## src/sv/range_min_argmin_tree_assert.svh

```systemverilog
// ----------------------------------------------------------------------------
// range_min_argmin_tree_assert.svh
// Assertion macros for the range minimum tree; empty under synthesis.
// ----------------------------------------------------------------------------
`ifndef RANGE_MIN_ARGMIN_TREE_ASSERT_SVH
`define RANGE_MIN_ARGMIN_TREE_ASSERT_SVH

`ifndef SYNTHESIS
`define RMAT_ASSERT_IMPL(label, ante, cons) \
  label: assert property (@(posedge clk) disable iff (rst) (ante) |-> (cons)) \
    else $error("range_min_argmin_tree: assertion failed");
`define RMAT_ASSERT_NEXT(label, ante, cons) \
  label: assert property (@(posedge clk) disable iff (rst) (ante) |=> (cons)) \
    else $error("range_min_argmin_tree: assertion failed");
`else
`define RMAT_ASSERT_IMPL(label, ante, cons)
`define RMAT_ASSERT_NEXT(label, ante, cons)
`endif

`endif

```

## src/sv/rmat_pkg.sv

```systemverilog
// ----------------------------------------------------------------------------
// rmat_pkg
// Shared types and constants of the range minimum tree.
// ----------------------------------------------------------------------------
package rmat_pkg;

  localparam int VALUE_W = 34;
  localparam int IDX_W   = 11;
  localparam int ADDR_W  = 3;

  localparam logic [VALUE_W-1:0] INF_VALUE     = 34'd10000000000;
  localparam logic [IDX_W-1:0]   ENTRIES_RESET = 11'd1024;

  localparam logic OP_UPDATE = 1'b0;
  localparam logic OP_QUERY  = 1'b1;

  localparam logic [ADDR_W-3:0] REG_ENTRIES = 1'b0;

  typedef struct packed {
    logic               op;
    logic [IDX_W-1:0]   first_index;
    logic [IDX_W-1:0]   last_index;
    logic [VALUE_W-1:0] new_value;
  } cmd_word_t;

  typedef struct packed {
    logic [VALUE_W-1:0] min_value;
    logic [IDX_W-1:0]   min_index;
    logic               range_error;
  } rsp_word_t;

  typedef struct packed {
    logic active;
    logic last;
  } clr_ctl_t;

endpackage

```

## src/sv/rmat_cfg.sv

```systemverilog
// ----------------------------------------------------------------------------
// rmat_cfg
// APB register slave holding the count of entries in use.
// ----------------------------------------------------------------------------
module rmat_cfg (
  input  logic                       clk,
  input  logic                       rst,
  input  logic                       psel,
  input  logic                       penable,
  input  logic                       pwrite,
  input  logic [rmat_pkg::ADDR_W-1:0] paddr,
  input  logic [31:0]                pwdata,
  output logic [31:0]                prdata,
  output logic                       pready,
  output logic [rmat_pkg::IDX_W-1:0] entries
);
  import rmat_pkg::*;

  logic sel_entries;

  assign sel_entries = (paddr[ADDR_W-1:2] == REG_ENTRIES);
  assign pready      = 1'b1;
  assign prdata      = sel_entries ? 32'(entries) : 32'd0;

  always_ff @(posedge clk) begin
    if (rst) begin
      entries <= ENTRIES_RESET;
    end else if (psel && penable && pwrite && sel_entries) begin
      entries <= pwdata[IDX_W-1:0];
    end
  end

endmodule

```

## config.mk

```make
export PLATFORM = sky130hd
export DESIGN_NAME = rmat_cfg
export DESIGN_NICKNAME = d
export VERILOG_FILES = /design/src/sv/range_min_argmin_tree_assert.svh /design/src/sv/rmat_pkg.sv /design/src/sv/rmat_cfg.sv
export SDC_FILE = /design/constraint.sdc
export NUM_CORES = 1
export LEC_CHECK = 0
export BUFFER_PORTS_ARGS = -buffer_cell sky130_fd_sc_hd__buf_2
export CAP_MARGIN = 20
export CORE_MARGIN = 1
export CORE_UTILIZATION = 36
export DETAILED_ROUTE_END_ITERATION = 7
export PLACE_DENSITY = 0.85
export SLEW_MARGIN = 15
export SYNTH_ARGS = -nofsm -noshare
export SYNTH_HDL_FRONTEND = slang
export SYNTH_SLANG_ARGS = --single-unit
```

## constraint.sdc

```tcl
create_clock -name clk -period 1.9 [get_ports clk]
set_clock_uncertainty 0.05 [all_clocks]
set_input_delay 0.095 -clock clk [delete_from_list [all_inputs] [get_ports clk]]
set_output_delay 0.095 -clock clk [all_outputs]
set_load 0.03 [all_outputs]
```

==> summary.md <==
| Metric | Value |
|---|---|
| Vias | `579` |
| Sw power | `0.000175 W` |
| VDD IR max | `0.254 mV` |
| Logic pwr share | `0.252` |
| Crit path time final | `1.12 ns` |
| Post-DP HPWL | `1020 µm` |
| Critical R2R Launch | `entries[9]` |
| Die outline width | `47.7 µm` |
| Initial antenna violation count | `0` |
| Worst Path Required | `1.75 ns` |
| Largest net degree at the start of global routing | `23` |
| I/O Buffers | `38` |
| Non-Filler Instances | `147` |
| Reg clk slew, reported paths | `0.07 ns` |
| Post CTS Setup Buffer Count | `0` |
| Worst Setup Start Kind | `flip-flop` |
| Setup_tns | `0 ns` |
| Worst r2r path cells | `2` |
| Register area share after synthesis | `0.293` |
| CTS tree | `built` |
| I/O pin cnt | `84` |
| Final Setup Violations | `0` |
| Clock Sinks | `11` |
| Final hold vios | `0` |
| WHS Path Cells | `3` |
| WL per Instance | `8.93 µm` |
| Worst-Skew Late Latency | `0.26 ns` |
| Avg Cell Area, Syn | `8.95 µm²` |
| RSZ-0062 raised after global routing | `false` |
| Biggest registers after layout | `entries: 11 flops` |
| # fillers | `213` |
| Final instance area | `880 µm²` |
| Clk root buf | `clkbuf_4` |
| Crit share post-route | `0.589` |
| Die area | `0.00228 mm²` |
| Antenna cells | `0` |
| R2R Setup Slk | `1.23 ns` |
| Sw frac | `0.333` |
| Min-delay worst type | `in2reg` |
| Via density | `3.94` |
| 1st-pass router iterations | `2` |
| Cts hold-fix bufs | `0` |
| Worst-path maximum fanout | `3` |
| Max Cap Violations | `0` |
| Area Overhead vs Synth | `17.0%` |
| Tot Pwr | `0.000525 W` |
| Antenna Nets Post-Route | `0` |
| DP Cell Count | `143` |
| Nets | `161` |
| Synthesized cell area | `752 µm²` |
| CTS Buffer Depth | `2` |
| First-pass GRT wire length | `1880 µm` |
| Critical path startpoint | `entries[6]` |
| CP Capture Type | `primary output` |
| Hold EP | `entries[0]` |
| Clock power share | `0.293` |
| Synth cell types | `12` |
| Internal Pwr Total | `0.000350 W` |
| Synth Register Bits | `11` |
| DRC violations left | `0` |
| Placed inst area | `853 µm²` |
| Initial Util | `0.383` |
| Yosys Warn Count | `0` |
| Post-Route WL | `1310 µm` |
| Die height | `47.7 µm` |
| Post-Syn Instances | `84` |
| Status | `completed` |
| CTS resizes | `0` |
| Commonest non-fill, non-tap cell in the layout | `buf_2` |
| Crit path kind | `reg2out` |
| Gr ovfl total | `0` |
| Critical Path AT | `0.97 ns` |
| Total track usage | `0.117` |
| GPL Wtd Cong | `0.665` |
| F_max | `893 MHz` |
| Worst hold start | `pwdata[0]` |
| Fraction of layout cells with a size suffix above 1 | `0.350` |
| Placement Rows | `16` |
| Core box area | `0.00196 mm²` |
| CTS Buf Count | `3` |
| Vias in the first global route | `447` |
| PwrDens | `597 mW/mm²` |
| Iteration-0 DRC Markers | `1` |
| Pleak | `0.454 nW` |
| Number of flip-flops in the largest register | `11` |
| Max H-tree Level | `1` |
| Commonest non-fill, non-tap cells in the layout | `38 x buf_2, 22 x conb_1, 20 x nand2b_1` |
| Reg power frac | `0.455` |
| FF-to-FF End | `entries[9]` |
| Final Max Tran Viols | `0` |
| Register with the most flip-flops | `entries` |
[worst max-delay path by stage]
stage | to | depth (start not counted) | slack [ns]
2_1_floorplan | prdata[0] | 1 | 0.74
3_3_place_gp | entries[4] | 3 | 0.78
3_5_place_dp | entries[6] | 3 | 0.74
4_1_cts | prdata[6] | 2 | 0.76
5_1_grt | prdata[9] | 2 | 0.73
6_report | prdata[6] | 2 | 0.78
[stage by stage]
stage	util	worst slack [ns]	hold WS [ns]
after floorplan	-	0.744	0.200
after global placement	0.435	0.779	0.306
after detailed placement	0.435	0.742	0.311
after CTS	0.448	0.760	0.0337
after global routing	0.448	0.728	0.0423
final	0.448	0.780	0.0412
[power by group through the flow]
stage | combinational, W | clock, W | sequential, W
final | 0.000133 | 0.000154 | 0.000239
after global routing | 0.000146 | 0.000173 | 0.000240
after CTS | 0.000133 | 0.000165 | 0.000239
after detailed placement | 0.000133 | 0 | 0.000244
after global placement | 0.000131 | 0 | 0.000244
after floorplan | 0.000132 | 0 | 0.000254
[logic make-up after synthesis]
group         after synthesis  synth area share
simple gates               34             0.288
flops                      11             0.293
other cells                 2           0.00999
buf+inv                    26             0.263
mux                        11             0.146
[layer usage]
layer  part of all wire  GRT usage  wire length [µm]  vias to the layer above
li1                   -          -                 -                      287
met1               0.42      0.148               550                      254
met2               0.49      0.211               649                       38
met3              0.086     0.0226               113                        0
met4                  0     0.0167                 0                        0
met5                  0          0                 0                        -
[Yosys cell counts]
cell | n | area (µm²)
buf_2 | 1 | 5.00
clkbuf_1 | 2 | 7.51
nor2_1 | 2 | 7.51
and2b_1 | 1 | 7.51
buf_12 | 1 | 20.0
nand2b_1 | 20 | 125
mux2i_1 | 11 | 110
buf_4 | 22 | 165
nor2b_1 | 10 | 62.6
dfxtp_1 | 11 | 220
conb_1 | 2 | 7.51
and4b_4 | 1 | 13.8
[area by class of cell]
type / instances / area, µm² / share of cell area
flip-flops and latches: 11 / 220 / 0.250
clock buffers: 4 / 26.3 / 0.0299
well taps: 27 / 33.8 / 0.0384
multi-input cells: 67 / 409 / 0.465
repair buffers: 38 / 190 / 0.216
[worst max-delay path, stage by stage (launching register included)]
cell and delay, ns:
dfxtp_1 0.36, nor2b_1 0.15, buf_2 0.21
No activity file was read; power rests on OpenSTA's default activity.
