[src/sv/range_min_argmin_tree_assert.svh]
// ----------------------------------------------------------------------------
// range_min_argmin_tree_assert.svh
// Assertion macros for the range minimum tree; empty under synthesis.
// ----------------------------------------------------------------------------
`ifndef RANGE_MIN_ARGMIN_TREE_ASSERT_SVH
`define RANGE_MIN_ARGMIN_TREE_ASSERT_SVH

`ifndef SYNTHESIS
`define RMAT_ASSERT_IMPL(label, ante, cons) \
  label: assert property (@(posedge clk) disable iff (rst) (ante) |-> (cons)) \
    else $error("range_min_argmin_tree: assertion failed");
`define RMAT_ASSERT_NEXT(label, ante, cons) \
  label: assert property (@(posedge clk) disable iff (rst) (ante) |=> (cons)) \
    else $error("range_min_argmin_tree: assertion failed");
`else
`define RMAT_ASSERT_IMPL(label, ante, cons)
`define RMAT_ASSERT_NEXT(label, ante, cons)
`endif

`endif

[src/sv/rmat_pkg.sv]
// ----------------------------------------------------------------------------
// rmat_pkg
// Shared types and constants of the range minimum tree.
// ----------------------------------------------------------------------------
package rmat_pkg;

  localparam int VALUE_W = 34;
  localparam int IDX_W   = 11;
  localparam int ADDR_W  = 3;

  localparam logic [VALUE_W-1:0] INF_VALUE     = 34'd10000000000;
  localparam logic [IDX_W-1:0]   ENTRIES_RESET = 11'd1024;

  localparam logic OP_UPDATE = 1'b0;
  localparam logic OP_QUERY  = 1'b1;

  localparam logic [ADDR_W-3:0] REG_ENTRIES = 1'b0;

  typedef struct packed {
    logic               op;
    logic [IDX_W-1:0]   first_index;
    logic [IDX_W-1:0]   last_index;
    logic [VALUE_W-1:0] new_value;
  } cmd_word_t;

  typedef struct packed {
    logic [VALUE_W-1:0] min_value;
    logic [IDX_W-1:0]   min_index;
    logic               range_error;
  } rsp_word_t;

  typedef struct packed {
    logic active;
    logic last;
  } clr_ctl_t;

endpackage

[src/sv/rmat_clear.sv]
// ----------------------------------------------------------------------------
// rmat_clear
// Post-reset sweep over the node memory, top address down to zero, giving
// each node its address and the offset of the highest leaf below it.
// ----------------------------------------------------------------------------
module rmat_clear #(
  parameter int MAX_ENTRIES = 1024
) (
  input  logic                             clk,
  input  logic                             rst,
  output rmat_pkg::clr_ctl_t               ctl,
  output logic [$clog2(MAX_ENTRIES):0]     addr,
  output logic [$clog2(MAX_ENTRIES)-1:0]   leaf
);
  import rmat_pkg::*;

  localparam int LW = $clog2(MAX_ENTRIES);
  localparam int AW = LW + 1;

  logic          active;
  logic [AW-1:0] base;
  logic [LW:0]   step;

  assign ctl.active = active;
  assign ctl.last   = active && (addr == '0);

  always_ff @(posedge clk) begin
    if (rst) begin
      active <= 1'b1;
      addr   <= '1;
      base   <= AW'(MAX_ENTRIES);
      step   <= (LW+1)'(1);
      leaf   <= '1;
    end else if (active) begin
      addr <= addr - AW'(1);
      if (addr == '0) begin
        active <= 1'b0;
      end
      if (addr == base) begin
        base <= base >> 1;
        step <= step << 1;
        leaf <= '1;
      end else begin
        leaf <= leaf - step[LW-1:0];
      end
    end
  end

endmodule

[config.mk]
export PLATFORM = sky130hd
export DESIGN_NAME = rmat_clear
export DESIGN_NICKNAME = d
export VERILOG_FILES = /design/src/sv/range_min_argmin_tree_assert.svh /design/src/sv/rmat_pkg.sv /design/src/sv/rmat_clear.sv
export SDC_FILE = /design/constraint.sdc
export NUM_CORES = 1
export LEC_CHECK = 0
export BUFFER_PORTS_ARGS = -buffer_cell sky130_fd_sc_hd__buf_2
export CAP_MARGIN = 20
export CORE_ASPECT_RATIO = 1.1
export CORE_MARGIN = 10
export CORE_UTILIZATION = 57
export CTS_CLUSTER_SIZE = 10
export DETAILED_ROUTE_END_ITERATION = 10
export GPL_ROUTABILITY_DRIVEN = 0
export PLACE_DENSITY = 0.77
export SLEW_MARGIN = 20
export SYNTH_ARGS = -nofsm -noshare
export SYNTH_HDL_FRONTEND = slang
export SYNTH_SLANG_ARGS = --single-unit
[constraint.sdc]
create_clock -name clk -period 2.5 [get_ports clk]
set_input_delay 0.375 -clock clk [delete_from_list [all_inputs] [get_ports clk]]
set_output_delay 0.375 -clock clk [all_outputs]
set_load 0.03 [all_outputs]
==> results.yml, run 1 <==
logic_synthesis:
  synth_seq_area_share: 0.348
  synthArstFlopShare: 0
  synth-main-ff-cell: "dfxtp_1"
  synth_common_cells: "dfxtp_1, nor2_1, nand2_1, xnor2_1, inv_1"
  synthTopCellsByArea: "dfxtp_1, xnor2_1, ha_1, mux2i_1, nor2_1"
  yosys.area.top_type_share: 0.348
  synth_nets: 231
  ys_seq_elements: 33
  syn-instance-count: 217
  yosysMostFrequentCell: "dfxtp_1"
  synth_warnings: 0
  yosysTopAreaCell: "dfxtp_1"
  synth-edff-count: 0
  synth_area_um2: 1900
  yosysUniqueCellTypes: 46
  synth.avg_cell_area_um2: 8.75
timing:
  setup_viol: 0
  clock_skew_ns: 0.00536
  slew_headroom: 0.571
  timing.fmax_ghz: 0.445
  period_minus_slack_ns: 2.25
  hold_viol_final: 0
  maxSlewViolCount: 0
  post-route-period-util: 0.898
  hold_slack_ns: 0.434
  rsz0062_at_grt: "no"
  fin_tns_setup_ns: 0
  max_slew.worst_pin.slew_ns: 0.641
global_routing:
  grt_util_all_layers: 0.136
  met2_usage: 0.224
  grt_overflow: 0
  grt_pass1_vias: 1464
  antenna_found_initial: 0
  grt_use_met3: 0.0369
  grt_pass1_wl_um: 6530
  top_usage_layer: "met2"
  grt_max_degree: 27
  grtUsageMet1: 0.160
final_layout:
  drive_gt1_frac: 0.158
  area_growth_pct: 9.29
  fin_cells: 275
  n_fill_cell: 283
  antenna_cells: 0
  nNetsFinal: 254
die:
  dieArea_um2: 6040
  die_w_um: 75.0
  core_area_um2: 3130
  initial_utilization: 0.607
  io_pins: 25
  rows: 21
  fp.dieH_um: 80.5
clock_tree:
  cts_tree: "done"
  cts_root_buf: "clkbuf_4"
  cts.sinks: 33
  cts_made_buffers: 5
  clock_latency_ns: 0.34
  cts-htree-levels: 2
  clk_pin_slew_worst_paths_ns: 0.11
  postCtsSetupRepairBufs: 0
  cts_hold_buf: 0
  cts_resized: 0
  clockBufferDepth: 2
worst_setup_path:
  cp_max_fo: 19
  cp_slowest_cell: "dfxtp_1"
  cp-end-kind: "output port"
  path_cells: "buf_4 > clkinv_1 > nor2_1 > buf_2"
  crit_required_ns: 2.12
  r2r_end: "leaf[9]"
  critPathTopFamily: "buffers and inverters"
  path_buf_inv: 3
  path_class: "register to output port"
  reg2reg_depth: 7
  startpoint_type: "register"
  reg2reg_from: "base[9]"
  r2r_slack_ns: 0.46
  cp.arrival_ns: 1.87
  critPathMaxStageDelay_ns: 0.52
drt:
  wirelength_um: 3800
  drc: 0
  vias_per_cell: 5.64
  first_pass_iters: 4
  num_vias: 1552
  wl_per_cell_um: 13.8
  initialDrtViolationCount: 96
  drt.antenna.violating_nets: 0
power:
  power_density_nw_per_um2: 492
  worst_ir_drop_vdd_mv: 0.430
  leakagePower_nw: 0.837
worst_hold_path:
  min_from: "rst"
  hold-path-endpoint: "base[1]"
  hold_class: "input pin to register"
  whs_path_depth: 2
placement:
  dp_cells: 267
  dp_hpwl_um: 2840
  port_buffers: 24
status:
  status: "finished, final reports clean"
flow_run:
  drv_cap: 0
## worst register-to-register path, cell delays in order, from the launching register on
cell      delay, ns
dfxtp_1        0.46
inv_1          0.07
ha_1           0.26
nor2b_1        0.14
o31a_1         0.28
o31a_1         0.28
a221oi_1       0.26
mux2i_1        0.22
## layout make-up
type                       count  area (um^2)  share of cell area
inverter                      14         52.6              0.0253
sequential                    33          661               0.318
clock inverter                 2         10.0             0.00483
clock buffer                   6         41.3              0.0199
timing repair buffer          26          135              0.0651
multi-input combinational    160         1130               0.546
tap                           34         42.5              0.0205
## cell usage in the layout (no fill, tap or decap), drive strengths merged, types with 2 or more instances in the layout
cell	count
nor2b	3
mux2i	12
ha	11
nand3b	2
o21ai	11
nor3	5
dfxtp	33
a21oi	6
inv	13
clkinv	3
and3	3
o21bai	3
xor2	2
a21o	3
nand2	16
xnor2	16
nand4	4
clkbuf	6
nand2b	10
nor2	23
nor4	2
nand4b	2
nand3	3
o21a	3
o211ai	3
buf	26
o31a	3
## sequential cells by signal, summed over array words and instances (netlist names)
register  count
addr         11
leaf         10
active        1
step          1
base         10
## worst max-delay path by stage
stage | start | end | depth (start not counted)
after floorplan | leaf[0] | leaf[8] | 8
after global placement | base[9] | leaf[9] | 7
after detailed placement | base[9] | leaf[9] | 7
after CTS | active | ctl[0] | 4
after global routing | active | ctl[0] | 4
final | active | ctl[0] | 4
## power breakdown
group	switching, mW	total [mW]	internal [mW]
sequential	0.0196	0.562	0.543
clock	0.186	0.293	0.107
combinational	0.101	0.166	0.0652
total	0.307	1.02	0.715
## metrics by stage
stage | setup WS, ns | instance area, um^2 | power, mW | util
6_report | 0.254 | 2070 | 1.02 | 0.663
5_1_grt | 0.0913 | 2070 | 1.08 | 0.663
4_1_cts | 0.224 | 2070 | 1.04 | 0.663
3_5_place_dp | 0.471 | 2020 | 0.742 | 0.647
3_3_place_gp | 0.557 | 2020 | 0.739 | 0.647
2_1_floorplan | 0.502 | 1900 | 0.702 | -
## metal layers
| layer | wire length, um | part of all wire |
|---|---|---|
| met1 | 1800 | 0.47 |
| met2 | 1810 | 0.48 |
| met3 | 126 | 0.033 |
| met4 | 66 | 0.017 |
| met5 | 0 | 0 |
## cell families (layout without fill, tap and decap cells)
kind of cell,count (synthesis),count (layout),share of synthesized area
multiplexers,13,13,0.0692
AO/OA/AOI/OAI,40,40,0.142
AND/OR/NAND/NOR,77,77,0.220
adder cells (fa/ha/maj),12,12,0.0831
XOR/XNOR,18,18,0.0831
flip-flops,33,33,0.348
buffers and inverters,24,48,0.0554
(Power assumes the default switching activity.)
==> inputs of run 2 (changes only) <==
ABC_AREA = 1   (was default)
CORE_UTILIZATION = 58   (was 57)
PLACE_DENSITY = 0.78   (was 0.77)
==> results.yml, run 2 <==
status:
  status: "finished, final reports clean"
logic_synthesis:
  synth.avg_cell_area_um2: 6.19
  synth-main-ff-cell: "dfxtp_1"
  synthTopCellsByArea: "dfxtp_1, nand2_1, nor2_1, ha_1, nand3_1"
  yosysUniqueCellTypes: 26
  synthArstFlopShare: 0
  synth_common_cells: "nand2_1, nor2_1, dfxtp_1, inv_1, nand3_1"
  synth_area_um2: 2080
  synth_nets: 351
  ys_seq_elements: 33
  yosys.area.top_type_share: 0.317
  synth_seq_area_share: 0.317
  synth_warnings: 0
  syn-instance-count: 337
  synth-edff-count: 0
  yosysMostFrequentCell: "nand2_1"
  yosysTopAreaCell: "dfxtp_1"
die:
  dieArea_um2: 6390
  initial_utilization: 0.611
  fp.dieH_um: 82.9
  io_pins: 25
  rows: 22
  die_w_um: 77.2
  core_area_um2: 3410
worst_setup_path:
  startpoint_type: "register"
  crit_required_ns: 2.12
  reg2reg_depth: 11
  critPathMaxStageDelay_ns: 0.38
  cp-end-kind: "output port"
  r2r_slack_ns: 0.85
  cp_slowest_cell: "dfxtp_1"
  path_class: "register to output port"
  reg2reg_from: "leaf[0]"
  cp_max_fo: 15
  path_cells: "buf_4 > inv_1 > nor2_1 > buf_2"
  r2r_end: "leaf[8]"
  cp.arrival_ns: 1.55
final_layout:
  fin_cells: 411
  area_growth_pct: 10.4
  nNetsFinal: 376
  final_cell_mix: "nand2_1, nor2_1, dfxtp_1"
  drive_gt1_frac: 0.140
  largest_reg_flops: 11
  largest-register: "addr"
  layout_commonest_cell: "nand2_1"
  antenna_cells: 0
  top_regs: "addr x11, base x10, leaf x10"
global_routing:
  grt_overflow: 0
  grt_util_all_layers: 0.154
  grt_pass1_vias: 1907
  grt_max_degree: 23
  antenna_found_initial: 0
  grt_pass1_wl_um: 8490
clock_tree:
  clk_pin_slew_worst_paths_ns: 0.10
  cts_tree: "done"
  postCtsSetupRepairBufs: 0
  cts_resized: 0
  clockBufferDepth: 2
  cts_root_buf: "clkbuf_4"
  cts_made_buffers: 5
  clock_latency_ns: 0.34
  cts-htree-levels: 2
  cts.sinks: 33
  cts_hold_buf: 0
timing:
  post-route-period-util: 0.770
  rsz0062_at_grt: "no"
  slew_headroom: 0.695
  fin_tns_setup_ns: 0
  maxSlewViolCount: 0
  hold_slack_ns: 0.459
  hold_viol_final: 0
  max_slew.worst_pin.slew_ns: 0.457
  period_minus_slack_ns: 1.93
  setup_viol: 0
  timing.fmax_ghz: 0.519
  clock_skew_ns: 0.0114
  setup_ws_ns: 0.575
drt:
  drc: 0
  first_pass_iters: 4
  num_vias: 2057
  initialDrtViolationCount: 112
  wl_per_cell_um: 12.0
  wirelength_um: 4950
  vias_per_cell: 5.00
  drt.antenna.violating_nets: 0
flow_run:
  drv_cap: 0
worst_hold_path:
  min_from: "rst"
  hold-path-endpoint: "addr[1]"
  whs_path_depth: 3
  hold_class: "input pin to register"
placement:
  port_buffers: 24
  dp_cells: 403
  dp_slack_ns: 0.868
  dp_hpwl_um: 3870
power:
  power_density_nw_per_um2: 458
  worst_ir_drop_vdd_mv: 0.391
  leakagePower_nw: 1.22
  p_total_mw: 1.05
## run 2: cell types whose count changed after synthesis, moves of 15 or more
cell,previous run,this run
xnor2_1,16,1
nor2_1,23,48
nand3_1,3,27
nand2_1,16,113
inv_1,13,32
## run 2: worst max-delay path, delay by kind of cell (launching register included)
kind                   cells  cell delay (ns)
buffers and inverters      3             0.69
DFF                        1             0.38
and+or+nand+nor            1             0.15
## run 2: how the worst max path moves through the flow
stage	startpoint	to	slack [ns]	depth (start not counted)
after CTS	addr[8]	ctl[0]	0.55	6
after detailed placement	leaf[0]	leaf[8]	0.87	11
after floorplan	leaf[0]	leaf[8]	0.76	11
after global routing	addr[8]	ctl[0]	0.40	6
final	active	ctl[0]	0.57	4
after global placement	leaf[0]	leaf[8]	0.91	11
## run 2: logic make-up (layout without fill, tap and decap cells)
kind of cell | Yosys count | after routing | share of synthesized area
and+or+nand+nor | 201 | 201 | 0.403
buffers and inverters | 55 | 81 | 0.107
AOI/OAI and AO/OA | 34 | 34 | 0.0888
DFF | 33 | 33 | 0.317
adders and majority gates | 12 | 12 | 0.0756
xor gates and xnor gates | 2 | 2 | 0.00840
## run 2: layout make-up
| type | count | area [um^2] |
|---|---|---|
| Fill cell | 345 | 1110 |
| Sequential cell | 33 | 661 |
| Clock buffer | 7 | 65.1 |
| Multi-Input combinational cell | 249 | 1200 |
| Tap cell | 48 | 60.1 |
| Timing Repair Buffer | 26 | 135 |
| Clock inverter | 1 | 5.00 |
| Inverter | 47 | 176 |
## run 2: routing by layer
metal	vias to the layer above	global-route usage	wire length [um]
met2	46	0.246	2230
met5	-	0	0
li1	1112	-	-
met1	892	0.195	2380
met3	7	0.0409	285
met4	0	0.0512	61
## run 2: power breakdown
part / leakage, nW / internal, mW / total (mW) / switching [mW]
clock: 0.0413 / 0.163 / 0.346 / 0.183
combinational: 0.911 / 0.0502 / 0.153 / 0.102
sequential: 0.268 / 0.541 / 0.555 / 0.0142
total: 1.22 / 0.754 / 1.05 / 0.300
## run 2: metrics by stage
stage | area (um^2) | util
floorplan | 2080 | -
global placement | 2230 | 0.654
detailed placement | 2230 | 0.654
CTS | 2300 | 0.674
global route | 2300 | 0.674
finish | 2300 | 0.674
